===== src/hdl/stereo_crossfeed_q28_macros.svh =====
// Assertion macros shared by the crossfeed RTL
`ifndef STEREO_CROSSFEED_Q28_MACROS_SVH
`define STEREO_CROSSFEED_Q28_MACROS_SVH

// Same-cycle implication, sampled on clk, off during reset
`define SCF_ASSERT_NOW(label, ante, cons, msg) \
  label: assert property (@(posedge clk) disable iff (rst) (ante) |-> (cons)) \
    else $error(msg);

// Next-cycle implication, sampled on clk, off during reset
`define SCF_ASSERT_NEXT(label, ante, cons, msg) \
  label: assert property (@(posedge clk) disable iff (rst) (ante) |=> (cons)) \
    else $error(msg);

`endif


===== src/hdl/scf_pkg.sv =====
// Shared types, constants and saturating arithmetic for the crossfeed block
package scf_pkg;

  localparam int SAMPLE_BITS = 32;
  localparam int Q_SHIFT     = 28;
  localparam int GAIN_BITS   = 29;
  localparam int COEF_BITS   = GAIN_BITS + 1;
  localparam int PROD_BITS   = COEF_BITS + SAMPLE_BITS;
  localparam int SHIFT_BITS  = PROD_BITS - Q_SHIFT;
  localparam int ADDR_BITS   = 4;
  localparam int DATA_BITS   = 32;

  typedef logic signed [SAMPLE_BITS-1:0] sample_t;
  typedef logic signed [SAMPLE_BITS:0]   wide_t;
  typedef logic signed [COEF_BITS-1:0]   coef_t;
  typedef logic signed [PROD_BITS-1:0]   prod_t;
  typedef logic        [GAIN_BITS-1:0]   gain_t;

  localparam sample_t SAMPLE_MAX = sample_t'({1'b0, {(SAMPLE_BITS-1){1'b1}}});
  localparam sample_t SAMPLE_MIN = sample_t'({1'b1, {(SAMPLE_BITS-1){1'b0}}});

  // register indexes
  localparam logic [1:0] REG_GAIN = 2'd0;
  localparam logic [1:0] REG_POLE = 2'd1;
  localparam logic [1:0] REG_COEF = 2'd2;

  // multiplier operand selection
  localparam logic [1:0] MSEL_G_IN = 2'd0;
  localparam logic [1:0] MSEL_P_LP = 2'd1;
  localparam logic [1:0] MSEL_C_LP = 2'd2;
  localparam logic [1:0] MSEL_C_AP = 2'd3;

  typedef struct packed {
    gain_t gain;
    gain_t pole;
    coef_t coef;
  } cfg_t;

  typedef struct packed {
    logic       load_in;
    logic       mul_en;
    logic [1:0] msel;
    logic       acc_en;
    logic       lp_en;
    logic       dir_en;
    logic       ap_en;
    logic       st_en;
  } cmd_t;

  function automatic sample_t sat_wide(input wide_t v);
    if (v[SAMPLE_BITS] != v[SAMPLE_BITS-1]) begin
      return v[SAMPLE_BITS] ? SAMPLE_MIN : SAMPLE_MAX;
    end
    return v[SAMPLE_BITS-1:0];
  endfunction

  function automatic sample_t add_sat(input sample_t a, input sample_t b);
    wide_t s;
    s = wide_t'({a[SAMPLE_BITS-1], a}) + wide_t'({b[SAMPLE_BITS-1], b});
    return sat_wide(s);
  endfunction

  function automatic sample_t sub_sat(input sample_t a, input sample_t b);
    wide_t s;
    s = wide_t'({a[SAMPLE_BITS-1], a}) - wide_t'({b[SAMPLE_BITS-1], b});
    return sat_wide(s);
  endfunction

  // arithmetic shift right by Q_SHIFT, then saturate to the sample range
  function automatic sample_t qsat(input prod_t p);
    logic [SHIFT_BITS-1:0]            sh;
    logic [SHIFT_BITS-SAMPLE_BITS:0]  top;
    sh  = p[PROD_BITS-1:Q_SHIFT];
    top = sh[SHIFT_BITS-1:SAMPLE_BITS-1];
    if ((&top) || !(|top)) begin
      return sh[SAMPLE_BITS-1:0];
    end
    return sh[SHIFT_BITS-1] ? SAMPLE_MIN : SAMPLE_MAX;
  endfunction

endpackage


===== src/hdl/scf_regs.sv =====
// APB register file for the crossfeed coefficients
module scf_regs import scf_pkg::*; (
  input  logic                 clk,
  input  logic                 rst,
  input  logic                 psel,
  input  logic                 penable,
  input  logic                 pwrite,
  input  logic [ADDR_BITS-1:0] paddr,
  input  logic [DATA_BITS-1:0] pwdata,
  output logic [DATA_BITS-1:0] prdata,
  output logic                 pready,
  output cfg_t                 cfg,
  output logic                 clear
);

  logic       wr;
  logic [1:0] idx;

  assign pready = 1'b1;
  assign idx    = paddr[ADDR_BITS-1:2];
  assign wr     = psel && penable && pwrite;
  // any write to a known register restarts the filters
  assign clear  = wr && (idx == REG_GAIN || idx == REG_POLE || idx == REG_COEF);

  always_ff @(posedge clk) begin
    if (rst) begin
      cfg <= '0;
    end else if (wr) begin
      unique case (idx)
        REG_GAIN: cfg.gain <= pwdata[GAIN_BITS-1:0];
        REG_POLE: cfg.pole <= pwdata[GAIN_BITS-1:0];
        REG_COEF: cfg.coef <= pwdata[COEF_BITS-1:0];
        default: ;
      endcase
    end
  end

  always_comb begin
    unique case (idx)
      REG_GAIN: prdata = {{(DATA_BITS-GAIN_BITS){1'b0}}, cfg.gain};
      REG_POLE: prdata = {{(DATA_BITS-GAIN_BITS){1'b0}}, cfg.pole};
      REG_COEF: prdata = {{(DATA_BITS-COEF_BITS){cfg.coef[COEF_BITS-1]}}, cfg.coef};
      default:  prdata = '0;
    endcase
  end

endmodule


===== config.mk =====
export PLATFORM = sky130hd
export DESIGN_NAME = scf_regs
export DESIGN_NICKNAME = d
export VERILOG_FILES = /design/src/hdl/stereo_crossfeed_q28_macros.svh /design/src/hdl/scf_pkg.sv /design/src/hdl/scf_regs.sv
export SDC_FILE = /design/constraint.sdc
export NUM_CORES = 1
export LEC_CHECK = 0
export BUFFER_PORTS_ARGS = -buffer_cell sky130_fd_sc_hd__buf_4
export CAP_MARGIN = 20
export CORE_MARGIN = 2
export CORE_UTILIZATION = 35
export CTS_CLUSTER_DIAMETER = 120
export CTS_CLUSTER_SIZE = 30
export DETAILED_ROUTE_END_ITERATION = 8
export PLACE_DENSITY = 0.58
export SYNTH_ARGS = -nofsm -noshare
export SYNTH_HDL_FRONTEND = slang
export SYNTH_SLANG_ARGS = --single-unit

===== constraint.sdc =====
create_clock -name clk -period 1.6 [get_ports clk]
set_clock_uncertainty 0.05 [all_clocks]
set_input_delay 0.24 -clock clk [delete_from_list [all_inputs] [get_ports clk]]
set_output_delay 0.24 -clock clk [all_outputs]
set_load 0.01 [all_outputs]

==> impl_metrics.csv, run 1 <==
group,metric,value,unit
grt,grt_max_degree,119,
cells_and_area,largest_reg_flops,88,
worst_setup_path,arrival,1180,ps
power_and_ir_drop,pwr-share-seq,0.490,
timing,tns,0,ps
yosys,yosys.area.top_type,"dfxtp_1",
drt,vias,3401,
cells_and_area,nets,617,
placement,dpl.hpwl,7880,microns
power_and_ir_drop,clkPwrFrac,0.412,
timing,setup_violations,0,
grt,track_usage,0.176,
yosys,synth_top_area_frac,0.418,
power_and_ir_drop,netSwitchingPower,0.00101,W
yosys,yosys.cell_types.count,20,
cts,cts_buffer_depth,2,
yosys,yosys-top-cells-area,"dfxtp_1, mux2i_1, nand2b_1",
cts,cts_sinks,88,
cts,cts_made_buffers,9,
yosys,ys_warn_count,0,
worst_setup_path,endpoint_kind,"output port",
timing,hold_violations,0,
cts,cts-root-buf,"clkbuf_16",
power_and_ir_drop,p_comb_frac,0.097,
cts,cts_setup_buffers,0,
placement,gp_congestion,0.734,
drt,drc_errors,0,
drt,avgViaCountPerCell,4.69,
yosys,syn_avg_cell_area,9.85,sq um
power_and_ir_drop,vdd_drop_max,0.521,mV
placement,io_buffer_count,157,
drt,drtIter0Drc,146,
cts,ctsResizeCount,0,
yosys,ys_seq_area_frac,0.418,
drt,dr.pass1.iters,4,
timing,fin_crit_sh,0.916,
timing,grt_setup_unrepaired,"no",
power_and_ir_drop,power_density,780,mW/mm^2
worst_setup_path,critPathRequiredTime,1310,ps
yosys,synth_area,0.00421,sq mm
worst_setup_path,critical_path_class,"flop to output port",
min_path,min_path_type,"input port to flop",
cells_and_area,drive_above_1_share,0.329,
drt,ant_nets,0,
drt,routed_wl,11300,microns
run_status,status,"complete, no violations",
timing,drv_slew,0,
power_and_ir_drop,p_leak,2.84,nW
worst_setup_path,start_kind,"flop",
cells_and_area,top_regs,"cfg x88",
worst_setup_path,cp_max_fo,3,
floorplanning,top_level_ports,163,
cts,insertion_delay,320,ps
yosys,synth_fp_nets,469,
cells_and_area,postLayoutCellArea,0.00587,sq mm
cts,cts_max_level,3,
yosys,synth_cells,428,
grt,grt_pass1_wl,17900,microns
run,cap_violations,0,
floorplanning,die_w,114,microns
grt,overflow,0,
power_and_ir_drop,p_int,0.00356,W
floorplanning,num_rows,40,
timing,max_freq,682,MHz
cells_and_area,diodes,0,
power_and_ir_drop,p_sw_frac,0.222,
cells_and_area,largest-register,"cfg",
floorplanning,die_h,114,microns
timing,fin_crit,1470,ps
yosys,ys_ff_latch,88,
floorplanning,initial_core_util,0.355,
grt,grt_antenna_before_repair,0,
drt,wl_per_cell,15.6,microns
floorplanning,coreArea,0.0119,sq mm
power_and_ir_drop,power,0.00458,W
cells_and_area,instances_no_fill,725,
cts,cts_tree,"done",
cts,path_clk_slew,60,ps
cells_and_area,areaGrowthSynthToFinish,39.3,%
cts,cts_hold_buf,0,
cells_and_area,final_util,0.495,
floorplanning,die_area,0.0129,sq mm
placement,post_dp_cell_area,0.00561,sq mm
placement,dp.cells,712,
grt,grt_pass1_vias,3364,
-- power groups by stage --
stage | clock [W] | combinational (W) | sequential [W]
2_1_floorplan | 0 | 0.000231 | 0.00230
3_3_place_gp | 0 | 0.000441 | 0.00229
3_5_place_dp | 0 | 0.000448 | 0.00229
4_1_cts | 0.00195 | 0.000450 | 0.00224
5_1_grt | 0.00203 | 0.000479 | 0.00225
6_report | 0.00189 | 0.000446 | 0.00224
-- synthesized netlist by cell type --
master,instances
a21oi_1,1
nor3b_1,2
buf_8,2
nand3_2,1
buf_6,2
and3b_1,1
clkbuf_1,17
nand2_1,29
mux2i_1,117
nand4_1,1
or3b_1,1
o21ai_0,29
buf_4,7
nand2b_1,118
or3_1,1
dfxtp_1,88
nor3_2,1
buf_2,8
nor2b_1,1
conb_1,1
-- critical path: stages (launching register included) --
cell and delay (ps):
dfxtp_1 370, mux2i_1 80, o21ai_0 230, buf_4 170
-- stage by stage --
stage	worst slack, ps	hold WS (ps)
6_report	134	151
5_1_grt	65.5	150
4_1_cts	133	135
3_5_place_dp	138	433
3_3_place_gp	150	427
2_1_floorplan	182	345
-- placed cells by master, fill, tap and decap left out, types with 2 or more instances in the layout --
master	synthesis	routed
buf_12	0	8
buf_4	7	165
clkbuf_16	0	9
clkbuf_8	0	2
dfxtp_1	88	88
mux2i_1	117	117
nand2_1	29	29
nand2b_1	118	118
o21ai_0	29	29
-- layout make-up --
type                       instances  area [sq um]
fill                            1120          5990
clock inverter                     1          5.00
sequential                        88          1760
multi-input combinational        304          2260
clock buffer                      12           256
tap                              147           184
timing repair buffer             173          1400
-- per-layer routing --
layer / part of all wire / vias up / global-route usage
met3: 0.054 / 8 / 0.0292
met4: 0.011 / 0 / 0.0585
li1: - / 1717 / -
met1: 0.47 / 1572 / 0.236
met5: 0 / - / 0
met2: 0.47 / 104 / 0.289
-- kinds of logic after synthesis --
logic type	synth area share
DFF	0.418
other	0.000890
muxes	0.278
and+or+nand+nor	0.218
buffers and inverters	0.0496
AOI/OAI and AO/OA	0.0356
-- worst paths after layout --
check / start / to / slack, ps / depth (start not counted)
setup / recovery: cfg[82] / prdata[23] / 130 / 3
hold reg to reg: cfg[45] / cfg[45] / 450 / 2
hold / removal: pwdata[29] / cfg[29] / 150 / 3
setup reg to reg: cfg[41] / cfg[41] / 900 / 2
Power figures use the tool's default switching activity.
==> inputs of run 2 (changes only) <==
- CTS_BUF_LIST: not set -> sky130_fd_sc_hd__clkbuf_4 sky130_fd_sc_hd__clkbuf_8
==> run 2 against run 1 <==
  * Hold slack worse by 22 ps
  * Global-route usage hardly changed
  * Largest cell class unchanged
  * First-iteration DRC count is 2.1% lower
  * Critical endpoint unchanged
  * Combinational power hardly changed
  * Die area stayed put
  * Critical path type unchanged
  * Via count is 0.24% higher
  * Clock-buffer cell count stayed put
  * Cell area is 1.7% lower
  * Fmax is 1.5% lower
==> impl_metrics.csv, run 2 (synthesis results as in run 1) <==
group,metric,value,unit
run_status,status,"complete, no violations",
min_path,min_path_type,"input port to flop",
timing,hold_violations,0,
cts,cts_max_level,3,
cells_and_area,largest-register,"cfg",
cts,cts_sinks,88,
drt,dr.pass1.iters,4,
cells_and_area,final_common_cell,"buf_4",
cts,cts-root-buf,"clkbuf_8",
cts,cts_buffer_depth,2,
drt,wl_per_cell,15.7,microns
worst_setup_path,cp_max_fo,3,
grt,grt_pass1_vias,3365,
worst_setup_path,critPathRequiredTime,1310,ps
timing,timing.hold.ws,129,ps
worst_setup_path,start_kind,"flop",
cts,cts_tree,"done",
grt,grt_max_degree,119,
floorplanning,initial_core_util,0.355,
floorplanning,top_level_ports,163,
timing,fin_crit,1490,ps
drt,vias,3409,
floorplanning,die_area,0.0129,sq mm
cells_and_area,areaGrowthSynthToFinish,36.9,%
grt,overflow,0,
placement,post_dp_cell_area,0.00561,sq mm
floorplanning,die_w,114,microns
worst_setup_path,arrival,1200,ps
power_and_ir_drop,p_leak,2.80,nW
floorplanning,num_rows,40,
cells_and_area,top_regs,"cfg x88",
placement,dpl.hpwl,7880,microns
run,cap_violations,0,
grt,grt_antenna_before_repair,0,
cts,path_clk_slew,80,ps
cells_and_area,postLayoutCellArea,0.00577,sq mm
cts,cts_hold_buf,0,
cts,insertion_delay,340,ps
drt,avgViaCountPerCell,4.70,
worst_setup_path,crit_path_start,"cfg[82]",
power_and_ir_drop,vdd_drop_max,0.337,mV
worst_setup_path,r2r-start,"cfg[41]",
cells_and_area,nets,617,
drt,drc_errors,0,
placement,io_buffer_count,157,
drt,routed_wl,11300,microns
drt,drtIter0Drc,143,
timing,setup_violations,0,
timing,max_freq,672,MHz
timing,grt_setup_unrepaired,"no",
cts,cts_setup_buffers,0,
cts,ctsResizeCount,0,
worst_setup_path,critical_path_class,"flop to output port",
cells_and_area,drive_above_1_share,0.330,
floorplanning,die_h,114,microns
min_path,hold_start,"pwdata[29]",
placement,gp_congestion,0.734,
worst_setup_path,endpoint_kind,"output port",
timing,tns,0,ps
power_and_ir_drop,power_density,700,mW/mm^2
cells_and_area,final_cell_mix,"buf_4, nand2b_1, mux2i_1, dfxtp_1",
cells_and_area,largest_reg_flops,88,
timing,drv_slew,0,
cells_and_area,diodes,0,
floorplanning,coreArea,0.0119,sq mm
drt,ant_nets,0,
grt,grt_pass1_wl,17900,microns
cts,cts_made_buffers,9,
timing,fin_crit_sh,0.930,
grt,track_usage,0.176,
-- run 2: cell count changes in the layout (fill, tap and decap cells not counted) --
cell and delta:
clkbuf_1 -1, clkbuf_4 +1, clkbuf_16 -9, clkbuf_8 +9
-- run 2: stage by stage --
step / worst slack, ps / total power, W / utilization / instances
after detailed placement: 138 / 0.00274 / 0.473 / 712
after global routing: 30.1 / 0.00423 / 0.486 / 725
after floorplan: 182 / 0.00253 / - / 428
final: 112 / 0.00404 / 0.486 / 725
after global placement: 150 / 0.00273 / 0.473 / 712
after CTS: 97.6 / 0.00411 / 0.486 / 725
-- run 2: path summary, 6_finish.rpt --
kind | end | slack (ps) | cells past startpoint
max | prdata[23] | 110 | 3
min | cfg[29] | 130 | 3
max reg2reg | cfg[41] | 890 | 2
min reg2reg | cfg[45] | 450 | 2
-- run 2: report_power, final --
part	leakage, nW	switching (W)	total, W	internal, W
sequential	0.710	0.0000244	0.00224	0.00222
combinational	2.00	0.000212	0.000445	0.000233
clock	0.0876	0.000711	0.00135	0.000640
-- run 2: worst max-delay path: stages (launching register included) --
cell and delay (ps):
dfxtp_1 380, mux2i_1 80, o21ai_0 230, buf_4 170
-- run 2: layout make-up --
| class | instances | area [sq um] |
|---|---|---|
| fillers | 1126 | 6090 |
| multi-input cells | 304 | 2260 |
| flip-flops and latches | 88 | 1760 |
| repair buffers | 173 | 1400 |
| well taps | 147 | 184 |
| clock buffers | 12 | 159 |
| clock inverters | 1 | 5.00 |
-- run 2: metal layers --
| metal | track usage | vias to the layer above | part of all wire | wire [microns] |
|---|---|---|---|---|
| li1 | - | 1712 | - | - |
| met1 | 0.236 | 1585 | 0.47 | 5300 |
| met2 | 0.289 | 104 | 0.47 | 5310 |
| met3 | 0.0292 | 8 | 0.054 | 618 |
| met4 | 0.0585 | 0 | 0.011 | 123 |
| met5 | 0 | - | 0 | 0 |
