[src/hdl/stereo_crossfeed_q28_macros.svh]
// Assertion macros shared by the crossfeed RTL
`ifndef STEREO_CROSSFEED_Q28_MACROS_SVH
`define STEREO_CROSSFEED_Q28_MACROS_SVH

// Same-cycle implication, sampled on clk, off during reset
`define SCF_ASSERT_NOW(label, ante, cons, msg) \
  label: assert property (@(posedge clk) disable iff (rst) (ante) |-> (cons)) \
    else $error(msg);

// Next-cycle implication, sampled on clk, off during reset
`define SCF_ASSERT_NEXT(label, ante, cons, msg) \
  label: assert property (@(posedge clk) disable iff (rst) (ante) |=> (cons)) \
    else $error(msg);

`endif

[src/hdl/scf_pkg.sv]
// Shared types, constants and saturating arithmetic for the crossfeed block
package scf_pkg;

  localparam int SAMPLE_BITS = 32;
  localparam int Q_SHIFT     = 28;
  localparam int GAIN_BITS   = 29;
  localparam int COEF_BITS   = GAIN_BITS + 1;
  localparam int PROD_BITS   = COEF_BITS + SAMPLE_BITS;
  localparam int SHIFT_BITS  = PROD_BITS - Q_SHIFT;
  localparam int ADDR_BITS   = 4;
  localparam int DATA_BITS   = 32;

  typedef logic signed [SAMPLE_BITS-1:0] sample_t;
  typedef logic signed [SAMPLE_BITS:0]   wide_t;
  typedef logic signed [COEF_BITS-1:0]   coef_t;
  typedef logic signed [PROD_BITS-1:0]   prod_t;
  typedef logic        [GAIN_BITS-1:0]   gain_t;

  localparam sample_t SAMPLE_MAX = sample_t'({1'b0, {(SAMPLE_BITS-1){1'b1}}});
  localparam sample_t SAMPLE_MIN = sample_t'({1'b1, {(SAMPLE_BITS-1){1'b0}}});

  // register indexes
  localparam logic [1:0] REG_GAIN = 2'd0;
  localparam logic [1:0] REG_POLE = 2'd1;
  localparam logic [1:0] REG_COEF = 2'd2;

  // multiplier operand selection
  localparam logic [1:0] MSEL_G_IN = 2'd0;
  localparam logic [1:0] MSEL_P_LP = 2'd1;
  localparam logic [1:0] MSEL_C_LP = 2'd2;
  localparam logic [1:0] MSEL_C_AP = 2'd3;

  typedef struct packed {
    gain_t gain;
    gain_t pole;
    coef_t coef;
  } cfg_t;

  typedef struct packed {
    logic       load_in;
    logic       mul_en;
    logic [1:0] msel;
    logic       acc_en;
    logic       lp_en;
    logic       dir_en;
    logic       ap_en;
    logic       st_en;
  } cmd_t;

  function automatic sample_t sat_wide(input wide_t v);
    if (v[SAMPLE_BITS] != v[SAMPLE_BITS-1]) begin
      return v[SAMPLE_BITS] ? SAMPLE_MIN : SAMPLE_MAX;
    end
    return v[SAMPLE_BITS-1:0];
  endfunction

  function automatic sample_t add_sat(input sample_t a, input sample_t b);
    wide_t s;
    s = wide_t'({a[SAMPLE_BITS-1], a}) + wide_t'({b[SAMPLE_BITS-1], b});
    return sat_wide(s);
  endfunction

  function automatic sample_t sub_sat(input sample_t a, input sample_t b);
    wide_t s;
    s = wide_t'({a[SAMPLE_BITS-1], a}) - wide_t'({b[SAMPLE_BITS-1], b});
    return sat_wide(s);
  endfunction

  // arithmetic shift right by Q_SHIFT, then saturate to the sample range
  function automatic sample_t qsat(input prod_t p);
    logic [SHIFT_BITS-1:0]            sh;
    logic [SHIFT_BITS-SAMPLE_BITS:0]  top;
    sh  = p[PROD_BITS-1:Q_SHIFT];
    top = sh[SHIFT_BITS-1:SAMPLE_BITS-1];
    if ((&top) || !(|top)) begin
      return sh[SAMPLE_BITS-1:0];
    end
    return sh[SHIFT_BITS-1] ? SAMPLE_MIN : SAMPLE_MAX;
  endfunction

endpackage

[src/hdl/scf_ctrl.sv]
// Step sequencer for the crossfeed datapath
`include "stereo_crossfeed_q28_macros.svh"

module scf_ctrl import scf_pkg::*; (
  input  logic clk,
  input  logic rst,
  input  logic in_valid,
  input  logic out_stall,
  output logic in_stall,
  output logic out_valid,
  output cmd_t cmd
);

  localparam logic [2:0] S_IDLE = 3'd0;
  localparam logic [2:0] S_G    = 3'd1;
  localparam logic [2:0] S_P    = 3'd2;
  localparam logic [2:0] S_LP   = 3'd3;
  localparam logic [2:0] S_CL   = 3'd4;
  localparam logic [2:0] S_AP   = 3'd5;
  localparam logic [2:0] S_CA   = 3'd6;
  localparam logic [2:0] S_ST   = 3'd7;

  logic [2:0] state, state_next;
  logic       out_valid_next;
  logic       hold, done, accept;

  // last step waits while the previous result is still stalled
  assign hold     = out_valid && out_stall;
  assign done     = (state == S_ST) && !hold;
  assign in_stall = !((state == S_IDLE) || done);
  assign accept   = in_valid && !in_stall;

  always_comb begin
    cmd         = '0;
    cmd.msel    = MSEL_G_IN;
    cmd.load_in = accept;
    state_next  = state;
    unique case (state)
      S_IDLE: begin
        if (accept) state_next = S_G;
      end
      S_G: begin
        cmd.mul_en = 1'b1;
        cmd.msel   = MSEL_G_IN;
        state_next = S_P;
      end
      S_P: begin
        cmd.mul_en = 1'b1;
        cmd.msel   = MSEL_P_LP;
        cmd.acc_en = 1'b1;
        state_next = S_LP;
      end
      S_LP: begin
        cmd.lp_en  = 1'b1;
        state_next = S_CL;
      end
      S_CL: begin
        cmd.mul_en = 1'b1;
        cmd.msel   = MSEL_C_LP;
        cmd.dir_en = 1'b1;
        state_next = S_AP;
      end
      S_AP: begin
        cmd.ap_en  = 1'b1;
        state_next = S_CA;
      end
      S_CA: begin
        cmd.mul_en = 1'b1;
        cmd.msel   = MSEL_C_AP;
        state_next = S_ST;
      end
      S_ST: begin
        if (done) begin
          cmd.st_en  = 1'b1;
          state_next = accept ? S_G : S_IDLE;
        end
      end
      default: state_next = S_IDLE;
    endcase
  end

  always_comb begin
    if (done) begin
      out_valid_next = 1'b1;
    end else if (out_valid && !out_stall) begin
      out_valid_next = 1'b0;
    end else begin
      out_valid_next = out_valid;
    end
  end

  always_ff @(posedge clk) begin
    if (rst) begin
      state     <= S_IDLE;
      out_valid <= 1'b0;
    end else begin
      state     <= state_next;
      out_valid <= out_valid_next;
    end
  end

  `SCF_ASSERT_NOW(a_ready_only_idle_or_done, !in_stall, state == S_IDLE || state == S_ST, "input taken mid-computation")
  `SCF_ASSERT_NEXT(a_hold_keeps_last_step, state == S_ST && hold, state == S_ST, "last step left while result stalled")
  `SCF_ASSERT_NEXT(a_accept_starts, accept, state == S_G, "accepted request did not start")
  `SCF_ASSERT_NEXT(a_done_shows_result, done, out_valid, "finished request not presented")

endmodule

[config.mk]
export PLATFORM = sky130hd
export DESIGN_NAME = scf_ctrl
export DESIGN_NICKNAME = d
export VERILOG_FILES = /design/src/hdl/scf_pkg.sv /design/src/hdl/scf_ctrl.sv
export VERILOG_INCLUDE_DIRS = /design/src /design/src/hdl
export SDC_FILE = /design/constraint.sdc
export NUM_CORES = 1
export LEC_CHECK = 0
export BUFFER_PORTS_ARGS = -buffer_cell sky130_fd_sc_hd__buf_2
export CORE_AREA = 2 2 39 41
export CTS_CLUSTER_SIZE = 20
export DETAILED_ROUTE_END_ITERATION = 10
export DIE_AREA = 0 0 41 43
export SLEW_MARGIN = 25
export SYNTH_ARGS = -nofsm -noshare
export SYNTH_HDL_FRONTEND = slang
export SYNTH_SLANG_ARGS = --single-unit
[constraint.sdc]
create_clock -name clk -period 1.2 [get_ports clk]
set_clock_uncertainty 0.15 [all_clocks]
set_input_delay 0 -clock clk [delete_from_list [all_inputs] [get_ports clk]]
set_output_delay 0 -clock clk [all_outputs]
set_load 0.03 [all_outputs]
==> results of run 1 <==
[cell usage in the layout, fill, tap and decap left out]
cell and count:
nand3_4 1, o21ai_0 1, o21bai_1 1, nand2_1 1, clkbuf_4 3, a21oi_1 2
and2b_2 1, nor2_1 3, buf_6 12, dfxtp_2 1, nand2_4 1, a21oi_2 1
o21a_1 2, dlygate4sd3_1 3, and2_4 2, buf_2 5, nor3_1 2, nor3_2 2
inv_2 1, buf_4 11, dfxtp_4 3, a221oi_2 1, and3_4 1, nor2_2 1
nor2_4 2
[flip-flops by register name (all words and copies together) (netlist names)]
register	flops
out_valid	1
state	3
[final timing paths]
check	end	slack (ps)	cells past startpoint
worst max register to register	state[2]	30	5
worst min register to register	out_valid	320	2
worst max-delay path	cmd[2]	-140	4
worst min-delay path	state[1]	80	4
[layout make-up]
cell class	instances	area (um^2)
repair buffers	31	273
fillers	134	771
well taps	16	20.0
clock buffers	3	22.5
inverters	1	3.75
flip-flops and latches	4	92.6
multi-input cells	25	201
[kinds of logic after synthesis]
logic type,share of synthesized area (%)
flip-flops,30.0
AO/OA/AOI/OAI,21.6
buffers and inverters,14.1
AND/OR/NAND/NOR,34.3
[through the flow]
step                      utilization [%]  hold slack, ps
after CTS                            36.9             119
final                                44.3            77.1
after global placement               28.8            70.9
after detailed placement             28.8            72.2
after global routing                 44.3             132
after floorplan                         -           -88.3
[routing by layer]
| metal | GRT usage [%] | share of wire [%] | up-vias |
|---|---|---|---|
| li1 | - | - | 175 |
| met1 | 10.6 | 39 | 166 |
| met2 | 15.0 | 52 | 10 |
| met3 | 4.71 | 4.7 | 4 |
| met4 | 12.0 | 4.5 | 0 |
| met5 | 0 | 0 | - |
[critical path, stage by stage, from the launching register on]
cell     delay [ps]
dfxtp_4         360
buf_6           130
and2b_2         200
and2_4          130
buf_6           130
[report_power, final]
part           internal, W  total, W  switching (W)
Clock             0.000113  0.000180      0.0000677
Sequential        0.000144  0.000166      0.0000215
Combinational     0.000142  0.000282       0.000140
Total             0.000399  0.000628       0.000229
[what timing repair did]
action | 4_1_cts | 5_1_grt
setup buffers | 0 | 6
pin swaps | 2 | 8
setup endpoints to repair | 10 | 9
hold endpoints to repair | 4 | 0
gates resized for setup | 22 | 19
hold buffers | 3 | 0
==> out/metrics.yaml, run 1 <==
p_leak_nw: 0.284
fin_ws_ps: -136
grt_pass1_vias: 303
max_freq_mhz: 748
relSlewSlack_pct: 83.0
critPathLaunch: "state[2]"
powerDensity_mw_per_mm2: 1020
setup.worst_path.class: "register to output port"
antenna_cells: 0
setup_tns_ps: -452
required_ps: 1050
fin_crit_sh_pct: 111
routed_via_density: 4.44
drv_cap: 0
r2r-start: "out_valid"
synth_warnings: 0
vias: 355
cts-root-buf: "clkbuf_4"
synthFlopType: "dfxtp_1"
place_ws_ps: 40.9
crit_fanout: 5
wirelength_um: 849
gp_congestion: 0.687
drtIter0Drc: 2
finalNonFillerCells: 80
dpl_cell_area_um2: 399
ys_types: 17
syn_area_um2: 267
clk_latency_ps: 250
die_h_um: 43
violations: "setup timing"
yosysMostFrequentCell: "nor2_1"
async_reset_ff_share_pct: 0
synth_commonest_cells: "nor2_1 (5), dfxtp_1 (4), nor3_1 (4), a21oi_1 (3), buf_4 (3)"
die_w_um: 41
hold_viol_final: 0
cts-htree-levels: 1
syn_avg_cell_area_um2: 7.84
clockBufferDepth: 2
start_util_pct: 19.3
tritoncts: "built"
crit_arrival_ps: 1190
wl_per_cell_um: 10.6
slew_viol_final: 0
yosysTopAreaCell: "dfxtp_1"
cts_buffers: 3
port_buffers: 14
peakVddDrop_uv: 767
period_minus_slack_ps: 1340
core_mm2: 0.00138
rsz0062_at_grt: "true"
clk_pin_slew_worst_paths_ps: 30
dr.pass1.iters: 2
worst_setup_path_start_kind: "register"
hold_path.class: "input pin to register"
place_inst: 69
nNetsFinal: 70
grt_max_degree: 7
finalPower_w: 0.000628
yosys-top-cells-area: "dfxtp_1 (30%), buf_4 (8.5%), nor3_1 (7.5%), nor2_1 (7.0%), a21oi_1 (5.6%)"
syn_inst: 34
drc_errors: 0
end_kind: "output port"
worst_pin_slew_ps: 253
dieArea_mm2: 0.00176
cts.sink_count: 4
syn-num-nets: 38
final_area_um2: 613
ios: 15
yosysSeqAreaShare_pct: 30.0
ys_ff_latch: 4
grt_usage_pct: 10.8
worstHoldStart: "out_stall"
drive_gt1_share_pct: 76.6
grt-ovfl-total: 0
antenna_found_initial: 0
grt_pass1_wl_um: 1190
setup-violations-final: 6
area_growth_pct: 130
yosysTopAreaCellShare_pct: 30.0
num_rows: 14
ant_nets: 0
status: "complete, but fails checks"
synth_edf_count: 0
No activity file was read; power rests on OpenSTA's default activity.
==> inputs of run 2 (changes only) <==
Settings changed: PLACE_DENSITY from default to 0.48.
==> out/metrics.yaml, run 2 (synthesis gave the netlist of run 1 again) <==
drtIter0Drc: 3  # was 2
drv_cap: 0  # unchanged
grt-ovfl-total: 0  # unchanged
dr.pass1.iters: 4  # was 2
ant_nets: 0  # unchanged
num_rows: 14  # unchanged
nNetsFinal: 67  # was 70
peakVddDrop_uv: 521  # was 767 uV
routed_via_density: 4.27  # was 4.44
worst_setup_path_start_kind: "register"  # unchanged
hold_path.class: "input pin to register"  # unchanged
postLayoutCoreUtil_pct: 43.9  # was 44.3%
grt_usage_pct: 9.23  # was 10.8%
top_register: "state"  # unchanged
relSlewSlack_pct: 88.6  # was 83.0%
gp_congestion: 0.750  # was 0.687
use_met2_pct: 12.8  # was 15.0%
slew_viol_final: 0  # unchanged
drc_errors: 0  # unchanged
core_mm2: 0.00138  # unchanged
antenna_found_initial: 0  # unchanged
grt_max_degree: 8  # was 7
die_h_um: 43  # unchanged
ios: 15  # unchanged
wirelength_um: 743  # was 849 um
cts-root-buf: "clkbuf_4"  # unchanged
tritoncts: "built"  # unchanged
rsz0062_at_grt: "true"  # unchanged
dieArea_mm2: 0.00176  # unchanged
vias: 329  # was 355
dpl.hpwl_um: 484
worst_pin_slew_ps: 171  # was 253 ps
layout_common_cells: "buf_6 (12), buf_4 (9), buf_2 (4)"  # was buf_6 (12), buf_4 (11), buf_2 (5)
largest_reg_flops: 3  # unchanged
grt.met3_usage_pct: 3.14  # was 4.71%
die_w_um: 41  # unchanged
reg_top3: "state: 3 flops, out_valid: 1 flops"  # unchanged
required_ps: 1050  # about the same
clk_pin_slew_worst_paths_ps: 30  # about the same
powerDensity_mw_per_mm2: 1020  # about the same
setup.worst_path.class: "register to output port"  # unchanged
crit_fanout: 5  # unchanged
fin_ws_ps: -122  # was -136 ps
end_kind: "output port"  # unchanged
hold_viol_final: 0  # unchanged
grt_pass1_vias: 290  # was 303
fin_crit_sh_pct: 110  # was 111%
wl_per_cell_um: 9.65  # was 10.6 um
drive_gt1_share_pct: 78.7  # was 76.6%
area_growth_pct: 128  # was 130%
final_common_cell: "buf_6"  # unchanged
max_freq_mhz: 756  # was 748 MHz
antenna_cells: 0  # unchanged
cts-htree-levels: 1  # unchanged
period_minus_slack_ps: 1320  # was 1340 ps
grt_pass1_wl_um: 1120  # was 1190 um
status: "complete, but fails checks"  # unchanged
busiest_layer: "met2"  # unchanged
port_buffers: 14  # unchanged
cts.sink_count: 4  # unchanged
clockBufferDepth: 2  # unchanged
clk_latency_ps: 230  # was 250 ps
crit_arrival_ps: 1170  # was 1190 ps
setup-violations-final: 6  # unchanged
violations: "setup timing"  # unchanged
grtUsageMet1_pct: 11.5  # was 10.6%
whs_ps: 127  # was 77.1 ps
p_leak_nw: 0.277  # was 0.284 nW
start_util_pct: 19.3  # unchanged
cts_buffers: 3  # unchanged
==> run 2: cell types whose count changed in the layout (fill, tap and decap cells not counted) <==
| cell | change |
|---|---|
| o21bai_1 | -1 |
| inv_2 | -1 |
| inv_4 | +1 |
| o21ai_0 | -1 |
| o21ai_1 | +1 |
| o21bai_4 | +1 |
| a21oi_2 | -1 |
| buf_2 | -1 |
| buf_4 | -2 |
| a21oi_1 | +1 |
| nor2_2 | +2 |
| nor2_1 | -2 |
==> run 2: report_power, final <==
group / internal, W / leakage, nW / switching, W
registers: 0.000144 / 0.0353 / 0.0000228
logic: 0.000148 / 0.228 / 0.000144
clock network: 0.000111 / 0.0138 / 0.0000466
==> run 2: final timing paths <==
path         startpoint         to  slack [ps]  cells past startpoint
max reg2reg    state[2]   state[0]          60                      4
min reg2reg   out_valid  out_valid         310                      2
max            state[2]     cmd[2]        -120                      4
min           out_stall   state[2]         130                      4
==> run 2: worst max-delay path, stage by stage (launching register included) <==
cell and delay, ps:
dfxtp_4 360, buf_6 120, and2b_2 200, and2_4 130, buf_6 130
==> run 2: through the flow <==
step	setup TNS, ps	instances	worst slack, ps	power [W]	area (um^2)
floorplan	0	34	15.5	0.000297	275
global placement	-8.02	67	-8.02	0.000356	384
detailed placement	-44.4	67	-44.4	0.000357	384
CTS	-306	75	-109	0.000583	527
global route	-734	77	-164	0.000659	608
finish	-296	77	-122	0.000617	608
==> run 2: area by class of cell <==
| cell class | count | area [um^2] |
|---|---|---|
| timing repair buffer | 28 | 253 |
| clock buffer | 3 | 22.5 |
| sequential | 4 | 92.6 |
| fill | 134 | 776 |
| multi-input combinational | 25 | 214 |
| inverter | 1 | 6.26 |
| tap | 16 | 20.0 |
==> run 2: per-layer routing <==
layer / share of wire, % / vias to the layer above
met2: 55 / 9
met1: 41 / 149
met3: 3.6 / 0
li1: - / 171
met5: 0 / -
met4: 0 / 0
==> run 2: repair_timing <==
item                                   in CTS  in global routing
resized for setup                          27                 19
pin swaps                                   2                  4
hold buffers                                3                  0
endpoints found under the hold margin       4                  0
buffers inserted                            2                  3
setup endpoints to repair                  10                 10
cloned                                      0                  0
